### src/rtl/core/bcse_pkg.sv
`timescale 1ns / 1ps
// ----------------------------------------------------------------------------
// bcse_pkg
// Shared types, widths and helpers for the contour segment extractor.
// ----------------------------------------------------------------------------
package bcse_pkg;

   localparam int PIXEL_W      = 8;
   localparam int ROW2_W       = 11;
   localparam int COL2_W       = 13;
   localparam int ROWS_CFG_W   = 11;
   localparam int COLS_CFG_W   = 13;
   localparam int CSR_IDX_W    = 1;
   localparam int CSR_DATA_W   = 13;

   localparam int DEF_MAX_ROWS   = 1024;
   localparam int DEF_MAX_COLS   = 4096;
   localparam int RST_IMAGE_ROWS = 1024;
   localparam int RST_IMAGE_COLS = 4096;

   // cell queue between front and back
   localparam int CELL_Q_DEPTH = 4;
   localparam int CELL_Q_PTR_W = $clog2(CELL_Q_DEPTH);
   localparam int CELL_Q_LVL_W = $clog2(CELL_Q_DEPTH + 1);

   typedef enum logic [CSR_IDX_W-1:0] {
      CSR_IMAGE_ROWS = 1'b0,
      CSR_IMAGE_COLS = 1'b1
   } csr_index_type;

   typedef struct packed {
      logic                  valid;
      logic [CSR_IDX_W-1:0]  index;
      logic [CSR_DATA_W-1:0] data;
   } csr_write_type;

   typedef enum logic [1:0] {
      EDGE_TOP    = 2'd0,
      EDGE_RIGHT  = 2'd1,
      EDGE_BOTTOM = 2'd2,
      EDGE_LEFT   = 2'd3
   } edge_type;

   typedef struct packed {
      logic [ROW2_W-1:0] row2;
      logic [COL2_W-1:0] col2;
   } point_type;

   // last index of a dimension, the size clamped to [2, max_value]
   function automatic int unsigned clamp_last(input int unsigned value,
                                              input int unsigned max_value);
      int unsigned lim;
      begin
         if (value < 2) lim = 2;
         else if (value > max_value) lim = max_value;
         else lim = value;
         return lim - 1;
      end
   endfunction

endpackage

### src/rtl/core/bcse_front.sv
`timescale 1ns / 1ps
// ----------------------------------------------------------------------------
// bcse_front
// Pixel intake: binarize, row/column counters, previous-column store and
// classification of each completed 2x2 cell into its crossed edges.
// ----------------------------------------------------------------------------
module bcse_front import bcse_pkg::*; #(
   parameter int MAX_ROWS = DEF_MAX_ROWS,
   parameter int MAX_COLS = DEF_MAX_COLS,
   localparam int ROW_W  = $clog2(MAX_ROWS),
   localparam int COL_W  = $clog2(MAX_COLS),
   localparam int CELL_W = ROW_W + COL_W + 4
) (
   input  logic                    clock,
   input  logic                    reset,
   input  logic                    push,
   input  logic [PIXEL_W-1:0]      pixel_value,
   output logic                    full,
   input  csr_write_type           csr_write,
   input  logic [CELL_Q_LVL_W-1:0] q_level,
   output logic                    cell_push,
   output logic [CELL_W-1:0]       cell_data
);

   logic [ROW_W-1:0] rows_last_ff;
   logic [COL_W-1:0] cols_last_ff;
   logic [ROW_W-1:0] row_ff;
   logic [COL_W-1:0] col_ff;

   logic             col_store [MAX_ROWS];
   logic             left_ff;

   logic             s1_valid_ff;
   logic             s1_cur_ff;
   logic [ROW_W-1:0] s1_row_ff;
   logic [COL_W-1:0] s1_col_ff;
   logic             left_above_ff;
   logic             above_ff;

   logic             accept;
   logic             cur;
   logic [3:0]       hit;

   // room is reserved for the beat already in stage 1
   assign full   = (32'(q_level) + 32'(s1_valid_ff)) >= CELL_Q_DEPTH;
   assign accept = push && !full;
   assign cur    = |pixel_value;

   always_ff @(posedge clock) begin
      if (reset) begin
         rows_last_ff <= ROW_W'(clamp_last(RST_IMAGE_ROWS, MAX_ROWS));
         cols_last_ff <= COL_W'(clamp_last(RST_IMAGE_COLS, MAX_COLS));
      end else if (csr_write.valid) begin
         case (csr_index_type'(csr_write.index))
            CSR_IMAGE_ROWS: begin
               rows_last_ff <= ROW_W'(clamp_last(
                  32'(csr_write.data[ROWS_CFG_W-1:0]), MAX_ROWS));
            end
            CSR_IMAGE_COLS: begin
               cols_last_ff <= COL_W'(clamp_last(
                  32'(csr_write.data[COLS_CFG_W-1:0]), MAX_COLS));
            end
            default: begin
            end
         endcase
      end
   end

   always_ff @(posedge clock) begin
      if (reset) begin
         row_ff <= '0;
         col_ff <= '0;
      end else if (accept) begin
         if (row_ff >= rows_last_ff) begin
            row_ff <= '0;
            if (col_ff >= cols_last_ff) col_ff <= '0;
            else col_ff <= col_ff + COL_W'(1);
         end else begin
            row_ff <= row_ff + ROW_W'(1);
         end
      end
   end

   // read-first: the read returns the previous column's bit for this row
   always_ff @(posedge clock) begin
      if (accept) begin
         col_store[row_ff] <= cur;
         left_ff           <= col_store[row_ff];
      end
   end

   always_ff @(posedge clock) begin
      if (accept) begin
         s1_cur_ff <= cur;
         s1_row_ff <= row_ff;
         s1_col_ff <= col_ff;
      end
   end

   always_ff @(posedge clock) begin
      if (reset) begin
         s1_valid_ff   <= 1'b0;
         left_above_ff <= 1'b0;
         above_ff      <= 1'b0;
      end else begin
         s1_valid_ff <= accept;
         if (s1_valid_ff) begin
            left_above_ff <= left_ff;
            above_ff      <= s1_cur_ff;
         end
      end
   end

   // corners: left_above top-left, above top-right, cur bottom-right,
   // left bottom-left; bit order top, right, bottom, left
   always_comb begin
      hit[0] = left_above_ff ^ above_ff;
      hit[1] = above_ff ^ s1_cur_ff;
      hit[2] = s1_cur_ff ^ left_ff;
      hit[3] = left_ff ^ left_above_ff;
   end

   assign cell_push = s1_valid_ff && (s1_row_ff != '0) && (s1_col_ff != '0)
                      && (hit != 4'b0000);
   assign cell_data = {s1_row_ff, s1_col_ff, hit};

endmodule

### src/rtl/core/bcse_fifo.sv
`timescale 1ns / 1ps
// ----------------------------------------------------------------------------
// bcse_fifo
// Short cell queue between the classifier and the segment emitter.
// ----------------------------------------------------------------------------
module bcse_fifo import bcse_pkg::*; #(
   parameter int WIDTH = 8
) (
   input  logic                    clock,
   input  logic                    reset,
   input  logic                    push,
   input  logic [WIDTH-1:0]        push_data,
   input  logic                    pop,
   output logic [WIDTH-1:0]        pop_data,
   output logic [CELL_Q_LVL_W-1:0] level
);

   logic [WIDTH-1:0]        entry_ff [CELL_Q_DEPTH];
   logic [CELL_Q_PTR_W-1:0] wr_ptr_ff;
   logic [CELL_Q_PTR_W-1:0] rd_ptr_ff;
   logic [CELL_Q_LVL_W-1:0] level_ff;

   function automatic logic [CELL_Q_PTR_W-1:0] ptr_next(
      input logic [CELL_Q_PTR_W-1:0] ptr);
      begin
         if (ptr == CELL_Q_PTR_W'(CELL_Q_DEPTH - 1)) return '0;
         return ptr + CELL_Q_PTR_W'(1);
      end
   endfunction

   always_ff @(posedge clock) begin
      if (push) entry_ff[wr_ptr_ff] <= push_data;
   end

   always_ff @(posedge clock) begin
      if (reset) begin
         wr_ptr_ff <= '0;
         rd_ptr_ff <= '0;
         level_ff  <= '0;
      end else begin
         if (push) wr_ptr_ff <= ptr_next(wr_ptr_ff);
         if (pop) rd_ptr_ff <= ptr_next(rd_ptr_ff);
         if (push && !pop) level_ff <= level_ff + CELL_Q_LVL_W'(1);
         else if (pop && !push) level_ff <= level_ff - CELL_Q_LVL_W'(1);
      end
   end

   assign pop_data = entry_ff[rd_ptr_ff];
   assign level    = level_ff;

endmodule

### src/rtl/core/bcse_back.sv
`timescale 1ns / 1ps
// ----------------------------------------------------------------------------
// bcse_back
// Segment emitter: turns a queued cell into one or two segments with
// doubled-unit midpoints and holds them in the result register.
// ----------------------------------------------------------------------------
module bcse_back import bcse_pkg::*; #(
   parameter int MAX_ROWS = DEF_MAX_ROWS,
   parameter int MAX_COLS = DEF_MAX_COLS,
   localparam int ROW_W  = $clog2(MAX_ROWS),
   localparam int COL_W  = $clog2(MAX_COLS),
   localparam int CELL_W = ROW_W + COL_W + 4
) (
   input  logic              clock,
   input  logic              reset,
   input  logic              q_valid,
   input  logic [CELL_W-1:0] q_data,
   output logic              q_pop,
   output logic              empty,
   input  logic              pop,
   output logic [ROW2_W-1:0] start_row2,
   output logic [COL2_W-1:0] start_col2,
   output logic [ROW2_W-1:0] end_row2,
   output logic [COL2_W-1:0] end_col2,
   output logic              last_of_cell
);

   logic              phase_ff;
   logic              rsp_valid_ff;
   point_type         start_ff;
   point_type         end_ff;
   logic              last_ff;

   logic [ROW_W-1:0]  row;
   logic [COL_W-1:0]  col;
   logic [3:0]        hit;
   logic [ROW2_W-1:0] r2;
   logic [COL2_W-1:0] c2;
   logic              saddle;
   logic              load;
   edge_type          first_edge;
   edge_type          second_edge;
   logic              seg_last;

   function automatic edge_type low_edge(input logic [3:0] h);
      begin
         if (h[0]) return EDGE_TOP;
         if (h[1]) return EDGE_RIGHT;
         if (h[2]) return EDGE_BOTTOM;
         return EDGE_LEFT;
      end
   endfunction

   function automatic edge_type high_edge(input logic [3:0] h);
      begin
         if (h[3]) return EDGE_LEFT;
         if (h[2]) return EDGE_BOTTOM;
         if (h[1]) return EDGE_RIGHT;
         return EDGE_TOP;
      end
   endfunction

   function automatic point_type mid_point(input edge_type e,
                                           input logic [ROW2_W-1:0] rr,
                                           input logic [COL2_W-1:0] cc);
      point_type p;
      begin
         case (e)
            EDGE_TOP: begin
               p.row2 = rr - ROW2_W'(2);
               p.col2 = cc - COL2_W'(1);
            end
            EDGE_RIGHT: begin
               p.row2 = rr - ROW2_W'(1);
               p.col2 = cc;
            end
            EDGE_BOTTOM: begin
               p.row2 = rr;
               p.col2 = cc - COL2_W'(1);
            end
            default: begin
               p.row2 = rr - ROW2_W'(1);
               p.col2 = cc - COL2_W'(2);
            end
         endcase
         return p;
      end
   endfunction

   assign {row, col, hit} = q_data;
   assign r2     = ROW2_W'(row) << 1;
   assign c2     = COL2_W'(col) << 1;
   assign saddle = (hit == 4'b1111);
   assign load   = q_valid && (!rsp_valid_ff || pop);

   // saddle: top-right beat first, then bottom-left
   always_comb begin
      if (saddle && !phase_ff) begin
         first_edge  = EDGE_TOP;
         second_edge = EDGE_RIGHT;
         seg_last    = 1'b0;
      end else if (saddle) begin
         first_edge  = EDGE_BOTTOM;
         second_edge = EDGE_LEFT;
         seg_last    = 1'b1;
      end else begin
         first_edge  = low_edge(hit);
         second_edge = high_edge(hit);
         seg_last    = 1'b1;
      end
   end

   assign q_pop = load && seg_last;

   always_ff @(posedge clock) begin
      if (reset) begin
         phase_ff     <= 1'b0;
         rsp_valid_ff <= 1'b0;
      end else begin
         if (load) begin
            phase_ff     <= !seg_last;
            rsp_valid_ff <= 1'b1;
         end else if (pop) begin
            rsp_valid_ff <= 1'b0;
         end
      end
   end

   always_ff @(posedge clock) begin
      if (load) begin
         start_ff <= mid_point(first_edge, r2, c2);
         end_ff   <= mid_point(second_edge, r2, c2);
         last_ff  <= seg_last;
      end
   end

   assign empty        = !rsp_valid_ff;
   assign start_row2   = start_ff.row2;
   assign start_col2   = start_ff.col2;
   assign end_row2     = end_ff.row2;
   assign end_col2     = end_ff.col2;
   assign last_of_cell = last_ff;

endmodule

### src/rtl/core/binary_contour_segment_extractor_unit.sv
`timescale 1ns / 1ps
// ----------------------------------------------------------------------------
// binary_contour_segment_extractor_unit
// Marching-squares contour extractor giving edge-midpoint segments.
// ----------------------------------------------------------------------------
// Pixels enter column-major on the push/full side, one beat per pixel; a
// nonzero byte is foreground. Each 2x2 cell that closes yields zero, one or
// two segment beats on the empty/pop side, last_of_cell marking the final
// beat of a cell. Coordinates are in half-pixel units.
// Throughput: one pixel per cycle while results drain as fast as they are
// made; a saddle cell takes two result beats from the emitter.
// A pixel's segments pass stage 1, the cell queue and the result register.
// A four-entry cell queue sits between the classifier and the emitter, so
// a stalled receiver only backs up input once queue and stage 1 are full.
// The config channel (valid/ready, always ready) writes image_rows (index 0)
// and image_cols (index 1); write them only while the block is idle.
// Reset sets rows 1024 and cols 4096 (clamped to the size parameters),
// clears counters and queues; the column store needs no clearing.
// ----------------------------------------------------------------------------
module binary_contour_segment_extractor_unit import bcse_pkg::*; #(
   parameter int MAX_ROWS = DEF_MAX_ROWS,
   parameter int MAX_COLS = DEF_MAX_COLS
) (
   input  logic                  clock,
   input  logic                  reset,
   input  logic                  push,
   output logic                  full,
   input  logic [PIXEL_W-1:0]    req_pixel_value,
   output logic                  empty,
   input  logic                  pop,
   output logic [ROW2_W-1:0]     rsp_start_row2,
   output logic [COL2_W-1:0]     rsp_start_col2,
   output logic [ROW2_W-1:0]     rsp_end_row2,
   output logic [COL2_W-1:0]     rsp_end_col2,
   output logic                  rsp_last_of_cell,
   input  logic                  valid,
   output logic                  ready,
   input  logic [CSR_IDX_W-1:0]  csr_index,
   input  logic [CSR_DATA_W-1:0] csr_data
);

   localparam int ROW_W  = $clog2(MAX_ROWS);
   localparam int COL_W  = $clog2(MAX_COLS);
   localparam int CELL_W = ROW_W + COL_W + 4;

   csr_write_type           csr_write;
   logic                    cell_push;
   logic [CELL_W-1:0]       cell_data;
   logic                    cell_pop;
   logic [CELL_W-1:0]       cell_head;
   logic [CELL_Q_LVL_W-1:0] q_level;

   assign ready           = 1'b1;
   assign csr_write.valid = valid;
   assign csr_write.index = csr_index;
   assign csr_write.data  = csr_data;

   bcse_front #(
      .MAX_ROWS (MAX_ROWS),
      .MAX_COLS (MAX_COLS)
   ) u_front (
      .clock       (clock),
      .reset       (reset),
      .push        (push),
      .pixel_value (req_pixel_value),
      .full        (full),
      .csr_write   (csr_write),
      .q_level     (q_level),
      .cell_push   (cell_push),
      .cell_data   (cell_data)
   );

   bcse_fifo #(
      .WIDTH (CELL_W)
   ) u_fifo (
      .clock     (clock),
      .reset     (reset),
      .push      (cell_push),
      .push_data (cell_data),
      .pop       (cell_pop),
      .pop_data  (cell_head),
      .level     (q_level)
   );

   bcse_back #(
      .MAX_ROWS (MAX_ROWS),
      .MAX_COLS (MAX_COLS)
   ) u_back (
      .clock        (clock),
      .reset        (reset),
      .q_valid      (q_level != '0),
      .q_data       (cell_head),
      .q_pop        (cell_pop),
      .empty        (empty),
      .pop          (pop),
      .start_row2   (rsp_start_row2),
      .start_col2   (rsp_start_col2),
      .end_row2     (rsp_end_row2),
      .end_col2     (rsp_end_col2),
      .last_of_cell (rsp_last_of_cell)
   );

endmodule

### config.mk
export PLATFORM = sky130hd
export DESIGN_NAME = binary_contour_segment_extractor_unit
export DESIGN_NICKNAME = d
export VERILOG_FILES = /design/src/rtl/core/bcse_pkg.sv /design/src/rtl/core/bcse_front.sv /design/src/rtl/core/bcse_fifo.sv /design/src/rtl/core/bcse_back.sv /design/src/rtl/core/binary_contour_segment_extractor_unit.sv
export SDC_FILE = /design/constraint.sdc
export NUM_CORES = 2
export LEC_CHECK = 0
export BUFFER_PORTS_ARGS = -buffer_cell sky130_fd_sc_hd__buf_4
export CORE_MARGIN = 2
export CORE_UTILIZATION = 45
export DETAILED_ROUTE_END_ITERATION = 12
export GPL_ROUTABILITY_DRIVEN = 0
export HOLD_SLACK_MARGIN = 0.06
export PLACE_DENSITY = 0.67
export RECOVER_POWER = 100
export SLEW_MARGIN = 5
export SYNTH_ARGS = -nofsm -noshare
export SYNTH_HDL_FRONTEND = slang
export SYNTH_SLANG_ARGS = --single-unit
### constraint.sdc
create_clock -name clock -period 24 [get_ports clock]
set_input_delay 1.2 -clock clock [delete_from_list [all_inputs] [get_ports clock]]
set_output_delay 1.2 -clock clock [all_outputs]
set_load 0.01 [all_outputs]
==> results.txt <==
area of the multi-input gates: 0.0155 mm^2
worst skew pair latency: 0.77 ns
Chip Height: 351 um
most frequent cell after synthesis: edfxtp_1
top cells by area, synth: edfxtp_1 (67%), mux2i_1 (9.0%), nor2_1 (7.7%)
DRC: 0
CTS sink cnt: 1259
status: finished with violations
Pwr Total: 5.04 mW
WP data required: 23.93 ns
io pins: 79
initial detailed-routing violation count: 4545
Slew HR: -2.15
Post-Synth XOR/XNOR Area: 0.0102
Max VDD drop: 76.7 uV
register area: 0.0372 mm^2
fin crit period: 11.83 ns
Vias per Instance: 5.92
LEAKAGE: 19.9 nW
number of port buffers: 77
TritonCTS clock tree: done
post-synthesis sequential area ratio: 0.687
RSZ-0062 raised after global routing: false
max cap viols: 52
Final WS setup: 12.17 ns
DRT Pass-1 Iters: 6
Antenna Nets Post-Route: 0
nets: 4149
Post-Syn Area per Cell: 13.1 um^2
Post-Synth Adder-Cell Area: 0.00891
final slew viol count: 2100
FILL cells: 10300
Setup TNS: 0 ns
CP Class: in -> reg
Cell Count Post-Placement: 5561
Inserted Clock Buffers: 133
main combinational cell family by area after synthesis: simple AND/OR/NAND/NOR gates
clock buffer depth: 3
Setup WS pre-CTS: 18.86 ns
share of layout cells above drive strength 1: 0.0771
P per Cell Area: 84.2 mW/mm^2
core area: 0.120 mm^2
Most used DFF post-synth: edfxtp_1
post-cts hold buffer count: 0
n_diodes: 0
Slew @ Worst Pin: 4.73 ns
top cells by count, synth: edfxtp_1 (1201), nor2_1 (1114), mux2i_1 (490)
vias in the first global route: 33000
HP Class: reg -> reg
syn nets: 4204
setup bufs post-CTS: 0
clk slew on worst S/H paths: 0.06 ns
CP Max Fanout: 120
final setup fails: 0
compound-gate portion of the synthesized area: 0.0438
Synth async-reset ratio: 0
fraction of the mapped netlist area in simple logic gates: 0.114
Die W: 351 um
Area growth, synth to finish: 10.5%
final worst-path cycle share: 0.493
final hold vios: 0
largest net degree at the start of global routing: 288
Overflow after GRT: 0
Total GRT Usage: 0.240
CTS root buf: clkbuf_16
multiplexer share of the synthesized area: 0.107
drt total wl: 149000 um
#FFs+latches synth: 1259
vias: 34400
Starting Density: 0.453
DR WL/cell: 25.6 um
clk_skew: 0.0330 ns
Peak Freq: 0.0845 GHz
Post-CTS Resized: 0
CP arrival: 11.77 ns
die area: 0.123 mm^2
H-tree levels: 4
nature of the critical path startpoint: input port
Synth warnings: 0
Unique masters post-synth: 64
leading area contributor after synthesis: edfxtp_1
EDFF count, synth: 1201
share of the synthesized area in the top cell type: 0.665
Post-Syn Area: 0.0542 mm^2
row count: 127
Final Non-Filler Cells: 5803
Worst setup EP type: flop
hpwl dp: 73700 um
Gate Count Post-Synth: 4139
failing checks: capacitance limit, slew limit
initial antenna violation count: 3
first-pass GRT wire length: 216000 um
==> cell usage in the layout (no fill, tap or decap), types with 12 or more instances in the layout <==
| master | netlist | layout |
|---|---|---|
| nand4_1 | 20 | 20 |
| and3_1 | 12 | 12 |
| a21oi_1 | 43 | 42 |
| inv_1 | 43 | 43 |
| dfxtp_1 | 58 | 57 |
| xnor2_1 | 38 | 38 |
| clkbuf_16 | 0 | 136 |
| xor2_1 | 25 | 25 |
| nand3_1 | 36 | 36 |
| buf_4 | 11 | 56 |
| o21ai_0 | 33 | 35 |
| a31oi_1 | 13 | 13 |
| nand2_1 | 141 | 130 |
| nor4_1 | 52 | 52 |
| mux2i_1 | 490 | 490 |
| or4_1 | 18 | 17 |
| nand2_2 | 1 | 12 |
| clkinv_1 | 1 | 26 |
| clkbuf_1 | 245 | 128 |
| o22ai_1 | 233 | 233 |
| ha_1 | 37 | 37 |
| nor2_1 | 1114 | 1112 |
| mux4_2 | 39 | 39 |
| edfxtp_1 | 1201 | 1201 |
| clkinv_2 | 0 | 24 |
==> per-stage QoR <==
step	hold WS, ns	utilization	instance area, um^2
CTS	0.475	0.505	60400
finish	0.470	0.501	59900
floorplan	0.435	-	54200
detailed placement	0.461	0.470	56300
global route	0.487	0.501	59900
global placement	0.453	0.470	56300
==> cell type report <==
class                      count  share of cell area
clock buffer                 171              0.0595
inverter                      44             0.00276
clock inverter                71             0.00987
sequential                  1259               0.621
tap                         1612              0.0336
multi-input combinational   2490               0.259
timing repair buffer         156              0.0142
==> registers in the layout, summed over array words and instances (netlist names), 2 cells and up, named ones only <==
signal,count
u_fifo.wr_ptr_ff,2
u_fifo.level,3
u_front.s1_row_ff,10
u_front.row_ff,10
u_fifo.entry_ff,104
u_front.rows_last_ff,10
u_front.cols_last_ff,12
u_front.col_ff,12
u_back.end_row2,11
u_fifo.rd_ptr_ff,2
u_back.start_row2,11
u_front.s1_col_ff,12
u_front.col_store,1024
u_back.start_col2,13
u_back.end_col2,13
==> power breakdown <==
group / internal (mW) / leakage [nW] / switching, mW
Combinational: 0.202 / 3.70 / 0.344
Sequential: 2.49 / 14.2 / 0.0354
Clock: 1.10 / 2.03 / 0.867
==> path summary, 6_finish.rpt <==
path | start | endpoint | slack, ns | cells past startpoint
max | req_pixel_value[1] | u_front.col_store[540] | 12.17 | 6
min | u_front.cols_last_ff[4] | u_front.cols_last_ff[4] | 0.47 | 2
max reg2reg | u_front.row_ff[1] | u_front.left_ff | 15.30 | 11
min reg2reg | u_front.cols_last_ff[4] | u_front.cols_last_ff[4] | 0.47 | 2
==> logic make-up after synthesis <==
| group | Yosys count |
|---|---|
| AOI/OAI and AO/OA | 379 |
| xor gates and xnor gates | 63 |
| adders and majority gates | 38 |
| buffers and inverters | 390 |
| DFF | 1259 |
| muxes | 531 |
| other | 1 |
| and+or+nand+nor | 1478 |
==> critical path, stage by stage <==
cell	delay, ns
clkbuf_4	0.10
nor4_1	0.04
nand2_1	1.66
clkbuf_1	3.21
clkbuf_1	2.21
clkbuf_1	3.16
==> routing by layer <==
metal,track usage,up-vias,share of wire
li1,-,15000,-
met1,0.318,17300,0.39
met2,0.390,1759,0.47
met3,0.0464,380,0.10
met4,0.0948,4,0.039
met5,0,-,0.00018
(Power assumes the default switching activity.)
